File: config.mk
export PLATFORM = sky130hd
export DESIGN_NAME = rmq_sqrt_pipe
export DESIGN_NICKNAME = d
export VERILOG_FILES = /design/src/rtl/core/rotation_matrix_to_quaternion_top_macros.svh /design/src/rtl/core/rmq_sqrt_pipe.sv
export SDC_FILE = /design/constraint.sdc
export NUM_CORES = 1
export LEC_CHECK = 0
export BUFFER_PORTS_ARGS = -buffer_cell sky130_fd_sc_hd__buf_2
export CAP_MARGIN = 20
export CORE_MARGIN = 10
export CORE_UTILIZATION = 65
export CTS_BUF_LIST = sky130_fd_sc_hd__clkbuf_4
export DETAILED_ROUTE_END_ITERATION = 7
export GPL_TIMING_DRIVEN = 0
export PLACE_DENSITY = 0.84
export SLEW_MARGIN = 20
export SYNTH_ARGS = -nofsm -noshare
export SYNTH_HDL_FRONTEND = slang
export SYNTH_SLANG_ARGS = --single-unit
export TNS_END_PERCENT = 5
File: constraint.sdc
create_clock -name clk -period 6.48 [get_ports clk]
set_clock_uncertainty 0.1 [all_clocks]
set_input_delay 1.296 -clock clk [delete_from_list [all_inputs] [get_ports clk]]
set_output_delay 1.296 -clock clk [all_outputs]
set_load 0.02 [all_outputs]
File: src/rtl/core/rotation_matrix_to_quaternion_top_macros.svh
// ----------------------------------------------------------------------------
// rotation matrix to quaternion: assertion macros
// shared concurrent assertion forms, compiled out when ASSERT_OFF is defined
// ----------------------------------------------------------------------------
`ifndef ROTATION_MATRIX_TO_QUATERNION_TOP_MACROS_SVH
`define ROTATION_MATRIX_TO_QUATERNION_TOP_MACROS_SVH
`ifndef ASSERT_OFF
// property must hold at every clock edge outside reset
`define RMQ_ASSERT(lbl, clk, rstn, prop) \
  lbl: assert property (@(posedge clk) disable iff (!rstn) prop) \
    else $error("rmq assertion failed");
// condition must never be seen at a clock edge outside reset
`define RMQ_NEVER(lbl, clk, rstn, expr) \
  lbl: assert property (@(posedge clk) disable iff (!rstn) !(expr)) \
    else $error("rmq forbidden condition seen");
`else
`define RMQ_ASSERT(lbl, clk, rstn, prop)
`define RMQ_NEVER(lbl, clk, rstn, expr)
`endif
`endif

File: src/rtl/core/rmq_sqrt_pipe.sv
// ----------------------------------------------------------------------------
// rmq_sqrt_pipe
// integer square root, one result bit per pipeline stage
// ----------------------------------------------------------------------------
module rmq_sqrt_pipe #(
  parameter int X_W  = 33,
  parameter int RT_W = 17,
  parameter int SB_W = 8
) (
  input  logic            clk,
  input  logic            rst_n,
  input  logic            en_i,
  input  logic            vld_i,
  input  logic [X_W-1:0]  x_i,
  input  logic [SB_W-1:0] sb_i,
  output logic            vld_o,
  output logic [RT_W-1:0] root_o,
  output logic [SB_W-1:0] sb_o
);

  localparam int TW = 2 * RT_W + 1;

  logic [X_W-1:0]  rem_r [RT_W];
  logic [RT_W-1:0] res_r [RT_W];
  logic [SB_W-1:0] sb_r  [RT_W];
  logic [RT_W-1:0] vld_r;

  for (genvar s = 0; s < RT_W; s++) begin : g_stage
    localparam int B = RT_W - 1 - s;
    logic [X_W-1:0]  rem_in;
    logic [RT_W-1:0] res_in;
    logic [SB_W-1:0] sb_in;
    logic            vld_in;
    logic [TW-1:0]   trial;
    logic            take;

    if (s == 0) begin : g_first
      assign rem_in = x_i;
      assign res_in = '0;
      assign sb_in  = sb_i;
      assign vld_in = vld_i;
    end else begin : g_next
      assign rem_in = rem_r[s-1];
      assign res_in = res_r[s-1];
      assign sb_in  = sb_r[s-1];
      assign vld_in = vld_r[s-1];
    end

    // (2*res + 2^b) * 2^b is what setting bit b adds to the square
    assign trial = (TW'(res_in) << (B + 1)) | (TW'(1) << (2 * B));
    assign take  = (TW'(rem_in) >= trial);

    always_ff @(posedge clk) begin
      if (!rst_n) begin
        vld_r[s] <= 1'b0;
      end else if (en_i) begin
        vld_r[s] <= vld_in;
      end
    end

    always_ff @(posedge clk) begin
      if (en_i) begin
        rem_r[s] <= take ? X_W'(TW'(rem_in) - trial) : rem_in;
        res_r[s] <= take ? (res_in | (RT_W'(1) << B)) : res_in;
        sb_r[s]  <= sb_in;
      end
    end
  end

  assign vld_o  = vld_r[RT_W-1];
  assign root_o = res_r[RT_W-1];
  assign sb_o   = sb_r[RT_W-1];

endmodule

Yosys cells after proc, flatten, opt, wreduce, memory -nomap -nowiden:

Memories as Yosys holds them, arrays and structs flattened.
Index checks and enable logic that the tools add are counted.
W data, S select, Z words.

* $add $sub $neg: 17
* multipliers: 0
* divide/modulo/power cells: 0
* magnitude comparators: 17
* equality and inequality tests: 0
* shift-type cells: 0
* mux-type cells: 36
* bitwise gates (word level): 0
* reduce and logical (&&, ||, !) cells: 0

Operators with widths (number)
* $mux W33: 17
* $ge A33 B18 Y1: 1
* $ge A33 B19 Y1: 1
* $ge A33 B20 Y1: 1
* $ge A33 B21 Y1: 1
* $ge A33 B22 Y1: 1
* $ge A33 B23 Y1: 1
* $ge A33 B24 Y1: 1
* $ge A33 B25 Y1: 1
* $ge A33 B26 Y1: 1
* $ge A33 B27 Y1: 1
* $ge A33 B28 Y1: 1
* $ge A33 B29 Y1: 1
* $ge A33 B30 Y1: 1
* $ge A33 B31 Y1: 1
* $ge A33 B32 Y1: 1
* $ge A33 B33 Y1: 1
* $ge A33 B33 Y1 const B: 1
* $sub A33 B18 Y33: 1
* $sub A33 B19 Y33: 1
* $sub A33 B20 Y33: 1
* $sub A33 B21 Y33: 1
* $sub A33 B22 Y33: 1
* $sub A33 B23 Y33: 1
* 28 further kinds: 30

* flip-flop bits (word level): 17
* latch bits: 0
* bits in writable memories: 986
* bits in read-only memories: 0
* output and inout port bits: 26
* word-level logic and storage cells: 90
* memories: 3

Memory list
* rem_r: depth 17, width 33, read ports 16, clocked after Yosys merged registers in 0, wr ports 17, RTL line rmq_sqrt_pipe.sv:23 `logic [X_W-1:0] rem_r [RT_W];`
* res_r: depth 17, width 17, read ports 17, clocked after Yosys merged registers in 0, wr ports 17, RTL line rmq_sqrt_pipe.sv:24 `logic [RT_W-1:0] res_r [RT_W];`
* sb_r: depth 17, width 8, read ports 17, clocked after Yosys merged registers in 0, wr ports 17, RTL line rmq_sqrt_pipe.sv:25 `logic [SB_W-1:0] sb_r [RT_W];`

Logic depth before layout (Yosys ltp):

Gate-level depths: netlist (run 1).
An unclocked memory read counts as a cell.

* word-level depth: 3
* gate-level depth with buffers: 12

Worst setup path before layout (run 1):

OpenSTA, ideal clock, no wires.

* path type: register -> register
* start: memory rem_r[8][21] (netlist: rem_r[0][285])
* end: memory rem_r[9][30] (netlist: rem_r[0][327]) (data pin)
* library setup time: 0.258 ns
* arrival time: 2.842 ns
* data required time: 6.122 ns
* setup slack: 3.280 ns
* cell stages (with the launch flop): 10
* path through: edfxtp_1 ha_1 or4b_2 or4_1 o31a_1 o311a_2 inv_2 o211ai_1 or3_1 xnor2_1

RTL lines (RTL line)
* start: declaration: rmq_sqrt_pipe.sv:23

==> run_results.csv, run 1 <==
group,metric,value,unit
run_status,status,"complete, no violations",
clocking,hold_buffers,0,
logic_synthesis,synth_top_area_share,67.3,%
clocking,clock-root-buffer,"clkbuf_4",
clocking,cts.repair.resized,0,
timing,grt_setup_unrepaired,"no",
global_route,grt_pass1_wl,109000,um
logic_synthesis,synth_edf_count,817,
worst_setup_path,slowest_stage,"nor3_1",
logic_synthesis,syn_area,36500,um2
detailed_routing,wl_per_cell,18.0,um
clocking,cts_buffer_depth,3,
logic_synthesis,ys_async_sr_fraction,0,%
timing,slew_headroom,18.4,%
detailed_routing,drt-vias-per-instance,5.79,
timing,finalSetupViolCount,0,
logic_synthesis,ys.flop_type,"edfxtp_1",
logic_synthesis,ys_seq_area_share,68.2,%
floorplan,die_width,257,um
detailed_routing,routed_wl,67900,um
detailed_routing,drtIter0Drc,1487,
global_route,grt_overflow_total,0,
worst_setup_path,rr_endpoint,"rem_r[0][484]",
logic_synthesis,ys_ff_latch,834,
timing,fin_crit_sh,63.2,%
power,p_total,13.4,mW
logic_synthesis,synth.distinct_cells,79,
clocking,clkTransAtPathRegs,70,ps
timing,drv_slew,0,
finish,final_common_cell,"edfxtp_1",
worst_setup_path,path_max_fanout,10,
detailed_routing,drt_first_pass_iters,5,
worst_setup_path,crit_type,"reg2reg",
finish,area_delta_synth_final,11.2,%
power,power_density,330,nW/um2
finish,layout-drive-gt1-share,14.5,%
worst_setup_path,cp.required,7130,ps
timing,fmax,0.244,GHz
worst_setup_path,cp_data_arrival_time,4740,ps
worst_hold_path,min_from,"sb_r[0][124]",
floorplan,io_pins,71,
place,gp_congestion,0.984,
worst_setup_path,crit_family,"simple AND/OR/NAND/NOR gates",
clocking,h-tree-depth,4,
worst_setup_path,end_kind,"flop",
floorplan,rows,86,
worst_setup_path,reg2reg_depth,10,
finish,final_cell_mix,"edfxtp_1, clkbuf_4, inv_1, ha_1, nand2_1",
detailed_routing,vias,21792,
worst_hold_path,holdPathEnd,"sb_r[0][132]",
global_route,antenna_found_initial,2,
timing,timing.hold.ws,292,ps
worst_hold_path,hp-class,"reg2reg",
worst_setup_path,r2r_slack,2390,ps
detailed_routing,drc,0,
logic_synthesis,synth.area.top_cells,"edfxtp_1, ha_1, xor2_1",
place,port_buffers,69,
timing,hold_viol_final,0,
logic_synthesis,synth_largest_area_cell,"edfxtp_1",
place,dpl.hpwl,48000,um
power,vdd_drop_max,290,uV
detailed_routing,postRouteAntennaNets,0,
logic_synthesis,yosysWarningCount,0,
floorplan,dieArea,66000,um2
global_route,grt_pass1_vias,22875,
global_route,grt_max_degree,119,
worst_setup_path,crit_buf_inv,2,
logic_synthesis,synth_nets,2797,
worst_setup_path,max_stage_delay,660,ps
clocking,cts_sinks,834,
clocking,cts_setup_buffers,0,
timing,period_needed,4090,ps
worst_setup_path,timing.rr.start,"rem_r[0][436]",
logic_synthesis,syn-instance-count,2586,
floorplan,core_region_area,55300,um2
flow_run,drv_cap,0,
worst_setup_path,critPathLaunchType,"flop",
clocking,cts_made_buffers,197,
power,leakagePower,15.5,nW
global_route,grt_usage,20.8,%
timing,setup-tns-final,0,ps
worst_hold_path,hold_path_depth,0,
clocking,clock_latency,1030,ps
timing,tightest_slew,1210,ps
finish,fin_nets,3074,
logic_synthesis,avgSynthCellArea,14.1,um2
clocking,cts_tree,"done",
worst_setup_path,path_cells,"ha_1 -> or4b_2 -> nor3_1 -> and4_1 -> and3b_1 -> and3b_1 -> clkbuf_1 -> clkbuf_1 -> nor3_1 -> xor2_1",
floorplan,fp.dieH,257,um
floorplan,initial_core_util,65.9,%
area by class of cell:
class	count	area (um2)
Inverter	192	721
Multi-Input combinational cell	1525	10700
Buffer	35	156
Sequential cell	834	24900
Clock inverter	63	430
Tap cell	748	936
Timing Repair Buffer	78	581
Antenna cell	2	5.00
Clock buffer	284	2130
Fill cell	3464	14700
registers in the layout, indices dropped and copies added, names as in the netlist:
register / count
vld_o: 1
sb_r: 136
rem_r: 528
res_r: 153
g_stage.vld_in: 16
synthesized netlist by cell type, drive strengths merged, types with 31 or more instances:
library cell and number:
a21o 37, nand4 32, nor2 123, edfxtp 817, nand2b 32, nor2b 37
a21oi 119, o21ai 131, inv 191, xnor2 86, nor3 71, o21a 32
xor2 115, ha 166, or4 31, nor4 74, nand2 143
layer usage:
layer	global-route usage, %	up-vias	share of wire (%)
met4	12.9	0	5.0
met2	41.0	677	57
li1	-	10493	-
met5	0	-	0
met1	18.3	10368	33
met3	4.83	254	4.5
kinds of logic (layout without fill, tap and decap cells):
logic type	count (synthesis)	after routing	share of synthesized area (%)
buffers and inverters	227	652	2.41
muxes	46	46	1.38
AOI/OAI and AO/OA	447	447	7.69
xor gates and xnor gates	201	201	4.83
and+or+nand+nor	664	664	9.78
other	1	3	0.0103
DFF	834	834	68.2
adders and majority gates	166	166	5.70
power by group:
group / switching (mW) / internal [mW]
clock: 2.01 / 2.23
sequential: 0.391 / 6.72
combinational: 1.19 / 0.876
total: 3.59 / 9.82
stage by stage:
step / setup slack (ps) / cells / cell area, um2 / utilization (%)
3_3_place_gp: -8020 / 3403 / 37700 / 68.2
5_1_grt: 2230 / 3760 / 40600 / 73.3
4_1_cts: 2410 / 3758 / 40500 / 73.3
6_report: 2390 / 3761 / 40600 / 73.3
2_1_floorplan: 3280 / 2586 / 36500 / -
3_5_place_dp: 2450 / 3411 / 38000 / 68.7
how the worst max path moves through the flow:
stage,start,end,slack (ps),cells after the start
6_report,rem_r[0][436],rem_r[0][484],2390,10
5_1_grt,rem_r[0][469],rem_r[0][519],2230,9
4_1_cts,rem_r[0][436],rem_r[0][490],2410,10
3_5_place_dp,rem_r[0][436],rem_r[0][484],2450,10
3_3_place_gp,en_i,g_stage[14].vld_in,-8020,5
2_1_floorplan,rem_r[0][285],rem_r[0][327],3280,9
No activity file was read; power rests on OpenSTA's default activity.
==> run 2: changes to the inputs <==
Settings changed: CORE_UTILIZATION 65 to 59, PLACE_DENSITY 0.84 to 0.81.
Clock period 6.48 ns to 3.5 ns, I/O delays scaled along.
==> run_results.csv, run 2 (same netlist as run 1, synthesis figures left out) <==
group,metric,value,unit
power,seqPwrFrac,53.7,%
clocking,cts_sinks,834,
global_route,grt_max_degree,115,
floorplan,core_region_area,61500,um2
clocking,clkTransAtPathRegs,100,ps
floorplan,rows,91,
worst_setup_path,startpoint,"rem_r[0][285]",
clocking,cts_buffer_depth,3,
detailed_routing,drt_first_pass_iters,5,
power,switching_share,26.9,%
worst_setup_path,reg2reg_depth,9,
floorplan,fp.dieH,269,um
detailed_routing,drtIter0Drc,1320,
clocking,cts_tree,"done",
floorplan,dieArea,72100,um2
detailed_routing,drt-vias-per-instance,5.63,
worst_hold_path,hp-class,"in2reg",
power,intPower,17.9,mW
place,port_buffers,69,
finish,layout-drive-gt1-share,15.3,%
worst_setup_path,path_max_fanout,7,
timing,grt_setup_unrepaired,"yes",
power,p_sw,6.60,mW
worst_setup_path,critPathLaunchType,"flop",
worst_setup_path,max_stage_delay,580,ps
floorplan,initial_core_util,59.3,%
timing,tightest_slew,897,ps
worst_setup_path,worstSetupPathDepth,9,
clocking,h-tree-depth,4,
worst_setup_path,cp.required,4140,ps
finish,area_delta_synth_final,12.9,%
global_route,antenna_found_initial,2,
flow_run,drv_cap,0,
timing,slew_headroom,39.7,%
power,power_density,595,nW/um2
timing,timing.hold.ws,238,ps
power,p_total,24.5,mW
floorplan,io_pins,71,
global_route,grt_usage,19.0,%
floorplan,die_width,269,um
place,gp_congestion,1.01,
detailed_routing,routed_wl,67100,um
power,leakagePower,15.7,nW
timing,period_needed,3510,ps
power,p_comb_share,15.6,%
finish,seq_area,24900,um2
finish,largest_reg_flops,528,
power,vdd_drop_max,446,uV
finish,fin_nets,3129,
worst_setup_path,crit_end,"rem_r[0][327]",
finish,multi_input_area,10900,um2
global_route,grt_overflow_total,0,
detailed_routing,vias,21643,
worst_setup_path,crit_buf_inv,1,
finish,fillerInstances,4129,
clocking,clock_latency,1030,ps
timing,finalSetupViolCount,1,
finish,layout.cells.non_filler,3841,
global_route,grt_pass1_vias,23093,
clocking,cts_made_buffers,203,
detailed_routing,postRouteAntennaNets,0,
timing,fmax,0.285,GHz
timing,fin_crit_sh,100,%
finish,reg_top3,"rem_r x528, res_r x153, sb_r x136",
global_route,grt_pass1_wl,109000,um
detailed_routing,drc,0,
finish,regMostFlops,"rem_r",
worst_setup_path,end_kind,"flop",
worst_setup_path,crit_family,"simple AND/OR/NAND/NOR gates",
clocking,clock-root-buffer,"clkbuf_4",
worst_setup_path,r2r_slack,-7,ps
place,dpl.hpwl,46800,um
worst_setup_path,rr_endpoint,"rem_r[0][327]",
finish,final_common_cell,"edfxtp_1",
detailed_routing,wl_per_cell,17.5,um
run_status,status,"complete, but fails checks",
worst_setup_path,crit_type,"reg2reg",
timing,worst_slack,-7.10,ps
place,dpl.cell_count,3453,
worst_setup_path,path_cells,"ha_4 -> or4b_2 -> or4_4 -> o31a_1 -> o311a_4 -> inv_4 -> o211ai_1 -> or3_1 -> xnor2_1",
run_status,violations,"negative setup slack",
worst_setup_path,timing.rr.start,"rem_r[0][285]",
finish,final_cell_mix,"edfxtp_1, clkbuf_4, inv_1, ha_1, nand2_1",
timing,setup-tns-final,-7.10,ps
power,clkPwrFrac,30.7,%
worst_setup_path,cp_data_arrival_time,4150,ps
worst_setup_path,slowest_stage,"or4b_2",
timing,drv_slew,0,
timing,hold_viol_final,0,
-- run 2: metal layers --
metal  part of all wire, %  vias up  GRT usage, %
met2                    57      569          37.7
met5                     0        -             0
met1                    33    10233          16.7
met3                   4.1      235          4.40
li1                      -    10606             -
met4                   5.3        0          12.3
-- run 2: final cells by class --
class                      count  share of cell area [%]
sequential                   834                    60.4
multi-input combinational   1525                    26.5
clock buffer                 276                    5.03
timing repair buffer         128                    2.60
tap                          790                    2.40
inverter                     192                    1.76
clock inverter                58                   0.915
buffer                        34                   0.416
antenna                        4                  0.0243
-- run 2: worst register-to-register path: stages (launching register included) --
cell	delay (ps)
edfxtp_1	440
ha_4	320
or4b_2	590
or4_4	440
o31a_1	320
o311a_4	180
inv_4	90
o211ai_1	200
or3_1	400
xnor2_1	130
-- run 2: stage by stage --
step	instance area [um2]	util, %	setup slack, ps
final	41200	67.0	-7.10
after global routing	41200	67.0	-64.0
after CTS	41000	66.8	-38.8
after detailed placement	38000	61.9	-517
after global placement	37800	61.5	-10530
after floorplan	36500	-	300
-- run 2: worst min path at each step --
stage | slack [ps] | to | startpoint | depth (start not counted)
floorplan | 300 | sb_r[0][100] | sb_r[0][92] | 0
global placement | 300 | sb_r[0][49] | sb_r[0][41] | 0
detailed placement | 300 | sb_r[0][104] | sb_r[0][96] | 0
CTS | 110 | rem_r[0][4] | x_i[4] | 2
global route | 130 | rem_r[0][28] | x_i[28] | 2
finish | 240 | rem_r[0][12] | x_i[12] | 2
-- run 2: power by group through the flow --
stage          sequential, mW  combinational, mW  clock, mW
5_1_grt                  13.3               4.31       8.29
6_report                 13.2               3.83       7.52
4_1_cts                  13.1               3.80       7.75
3_5_place_dp             13.3               3.73          0
2_1_floorplan            13.1               2.76          0
3_3_place_gp             13.5               3.53          0
-- run 2: repair_timing --
item,CTS,global route
hold buffers,45,0
resized for setup,22,18
setup endpoints to repair,75,44
setup buffers,2,4
endpoints found under the hold margin,64,0
pin swaps,7,4
==> run 3: changes to the inputs <==
Settings changed: SKIP_CTS_REPAIR_TIMING from default to 1.
==> run_results.csv, run 3 (same netlist as run 1, synthesis figures left out) <==
group,metric,value,unit
run_status,status,"complete, but fails checks",
run_status,violations,"negative setup slack",
clocking,cts_sinks,834,
global_route,grt_pass1_vias,22836,
flow_run,drv_cap,0,
timing,hold_viol_final,0,
power,vdd_drop_max,402,uV
place,place_area,38000,um2
finish,regMostFlops,"rem_r",
global_route,grt_usage,18.6,%
detailed_routing,vias,21726,
finish,layout-drive-gt1-share,15.4,%
finish,final_cell_mix,"edfxtp_1, clkbuf_4, inv_1, ha_1, nand2_1",
clocking,cts_buffer_depth,3,
power,leakagePower,15.7,nW
timing,slew_headroom,41.4,%
detailed_routing,drt_first_pass_iters,5,
worst_setup_path,critPathLaunchType,"flop",
place,port_buffers,69,
finish,finalInstanceArea,41200,um2
timing,fmax,0.269,GHz
timing,drv_slew,0,
timing,tightest_slew,871,ps
worst_setup_path,path_max_fanout,7,
worst_hold_path,hp-class,"in2reg",
floorplan,io_pins,71,
finish,fillerInstances,4140,
floorplan,initial_core_util,59.3,%
finish,fin_nets,3130,
detailed_routing,drt-vias-per-instance,5.66,
worst_setup_path,reg2reg_depth,9,
place,dpl.hpwl,46800,um
timing,worst_slack,-221,ps
detailed_routing,drtIter0Drc,1296,
clocking,clock-root-buffer,"clkbuf_4",
finish,largest_reg_flops,528,
global_route,grt_overflow_total,0,
finish,fin_util,66.9,%
timing,fin_crit_sh,106,%
clocking,cts_made_buffers,203,
worst_setup_path,cp.required,4150,ps
floorplan,fp.dieH,269,um
finish,seq_area,24900,um2
worst_setup_path,end_kind,"flop",
finish,area_delta_synth_final,12.9,%
floorplan,dieArea,72100,um2
global_route,grt_max_degree,115,
timing,period_needed,3720,ps
finish,final_common_cell,"edfxtp_1",
detailed_routing,wl_per_cell,17.5,um
worst_setup_path,cp_data_arrival_time,4370,ps
place,gp_congestion,1.01,
detailed_routing,postRouteAntennaNets,0,
finish,reg_top3,"rem_r x528, res_r x153, sb_r x136",
power,power_density,596,nW/um2
global_route,antenna_found_initial,2,
worst_setup_path,crit_type,"reg2reg",
floorplan,die_width,269,um
clocking,h-tree-depth,4,
floorplan,rows,91,
detailed_routing,routed_wl,67200,um
power,p_total,24.5,mW
clocking,cts_tree,"done",
worst_hold_path,hold_path_depth,1,
timing,grt_setup_unrepaired,"yes",
global_route,grt_pass1_wl,106000,um
clocking,clock_latency,1090,ps
floorplan,core_region_area,61500,um2
finish,multi_input_area,10900,um2
timing,finalSetupViolCount,3,
clocking,clkTransAtPathRegs,70,ps
detailed_routing,drc,0,
run 3: cell types whose count changed in the layout (fill, tap and decap cells not counted), sizes merged:
| cell | change |
|---|---|
| clkbuf | -1 |
| buf | +4 |
| dlygate4sd3 | -2 |
| diode | -1 |
run 3: final timing paths:
path                  from       endpoint  slack (ps)
min                   en_i     sb_r[0][6]         110
max          rem_r[0][285]  rem_r[0][327]        -220
max reg2reg  rem_r[0][285]  rem_r[0][327]        -220
min reg2reg   sb_r[0][125]   sb_r[0][133]         300
run 3: cell type report:
class | count | area share (%)
antenna | 3 | 0.0182
buffer | 34 | 0.401
clock buffer | 276 | 5.03
clock inverter | 58 | 0.915
inverter | 192 | 1.76
multi-input combinational | 1525 | 26.4
sequential | 834 | 60.4
tap | 790 | 2.40
timing repair buffer | 129 | 2.61
run 3: critical path, cell delays in order, from the launching register on:
cell and delay (ps):
edfxtp_1 440, ha_4 320, or4b_2 590, or4_4 540, o31a_1 360, o311a_4 180, inv_4 100, o211ai_1 190
or3_1 450, xnor2_1 130
run 3: layer usage:
metal  track usage, %  vias up  share of wire (%)
li1                 -    10620                  -
met1             16.3    10298                 33
met2             36.6      584                 57
met3             4.35      224                3.9
met4             12.1        0                5.1
met5                0        -                  0
run 3: power breakdown:
part           internal [mW]  switching (mW)  leakage (nW)  total, mW
Combinational           1.66            2.19          6.27       3.85
Sequential              12.4           0.721          7.99       13.2
Clock                   3.82            3.70          1.45       7.52
Total                   17.9            6.61          15.7       24.5
run 3: metrics by stage:
stage	hold WS (ps)	cells	setup slack [ps]	setup TNS [ps]
2_1_floorplan	300	2586	300	0
3_3_place_gp	300	3445	-10530	-8313010
3_5_place_dp	305	3453	-517	-13470
4_1_cts	-430	3787	-627	-16780
5_1_grt	26.0	3841	-273	-652
6_report	112	3841	-221	-430
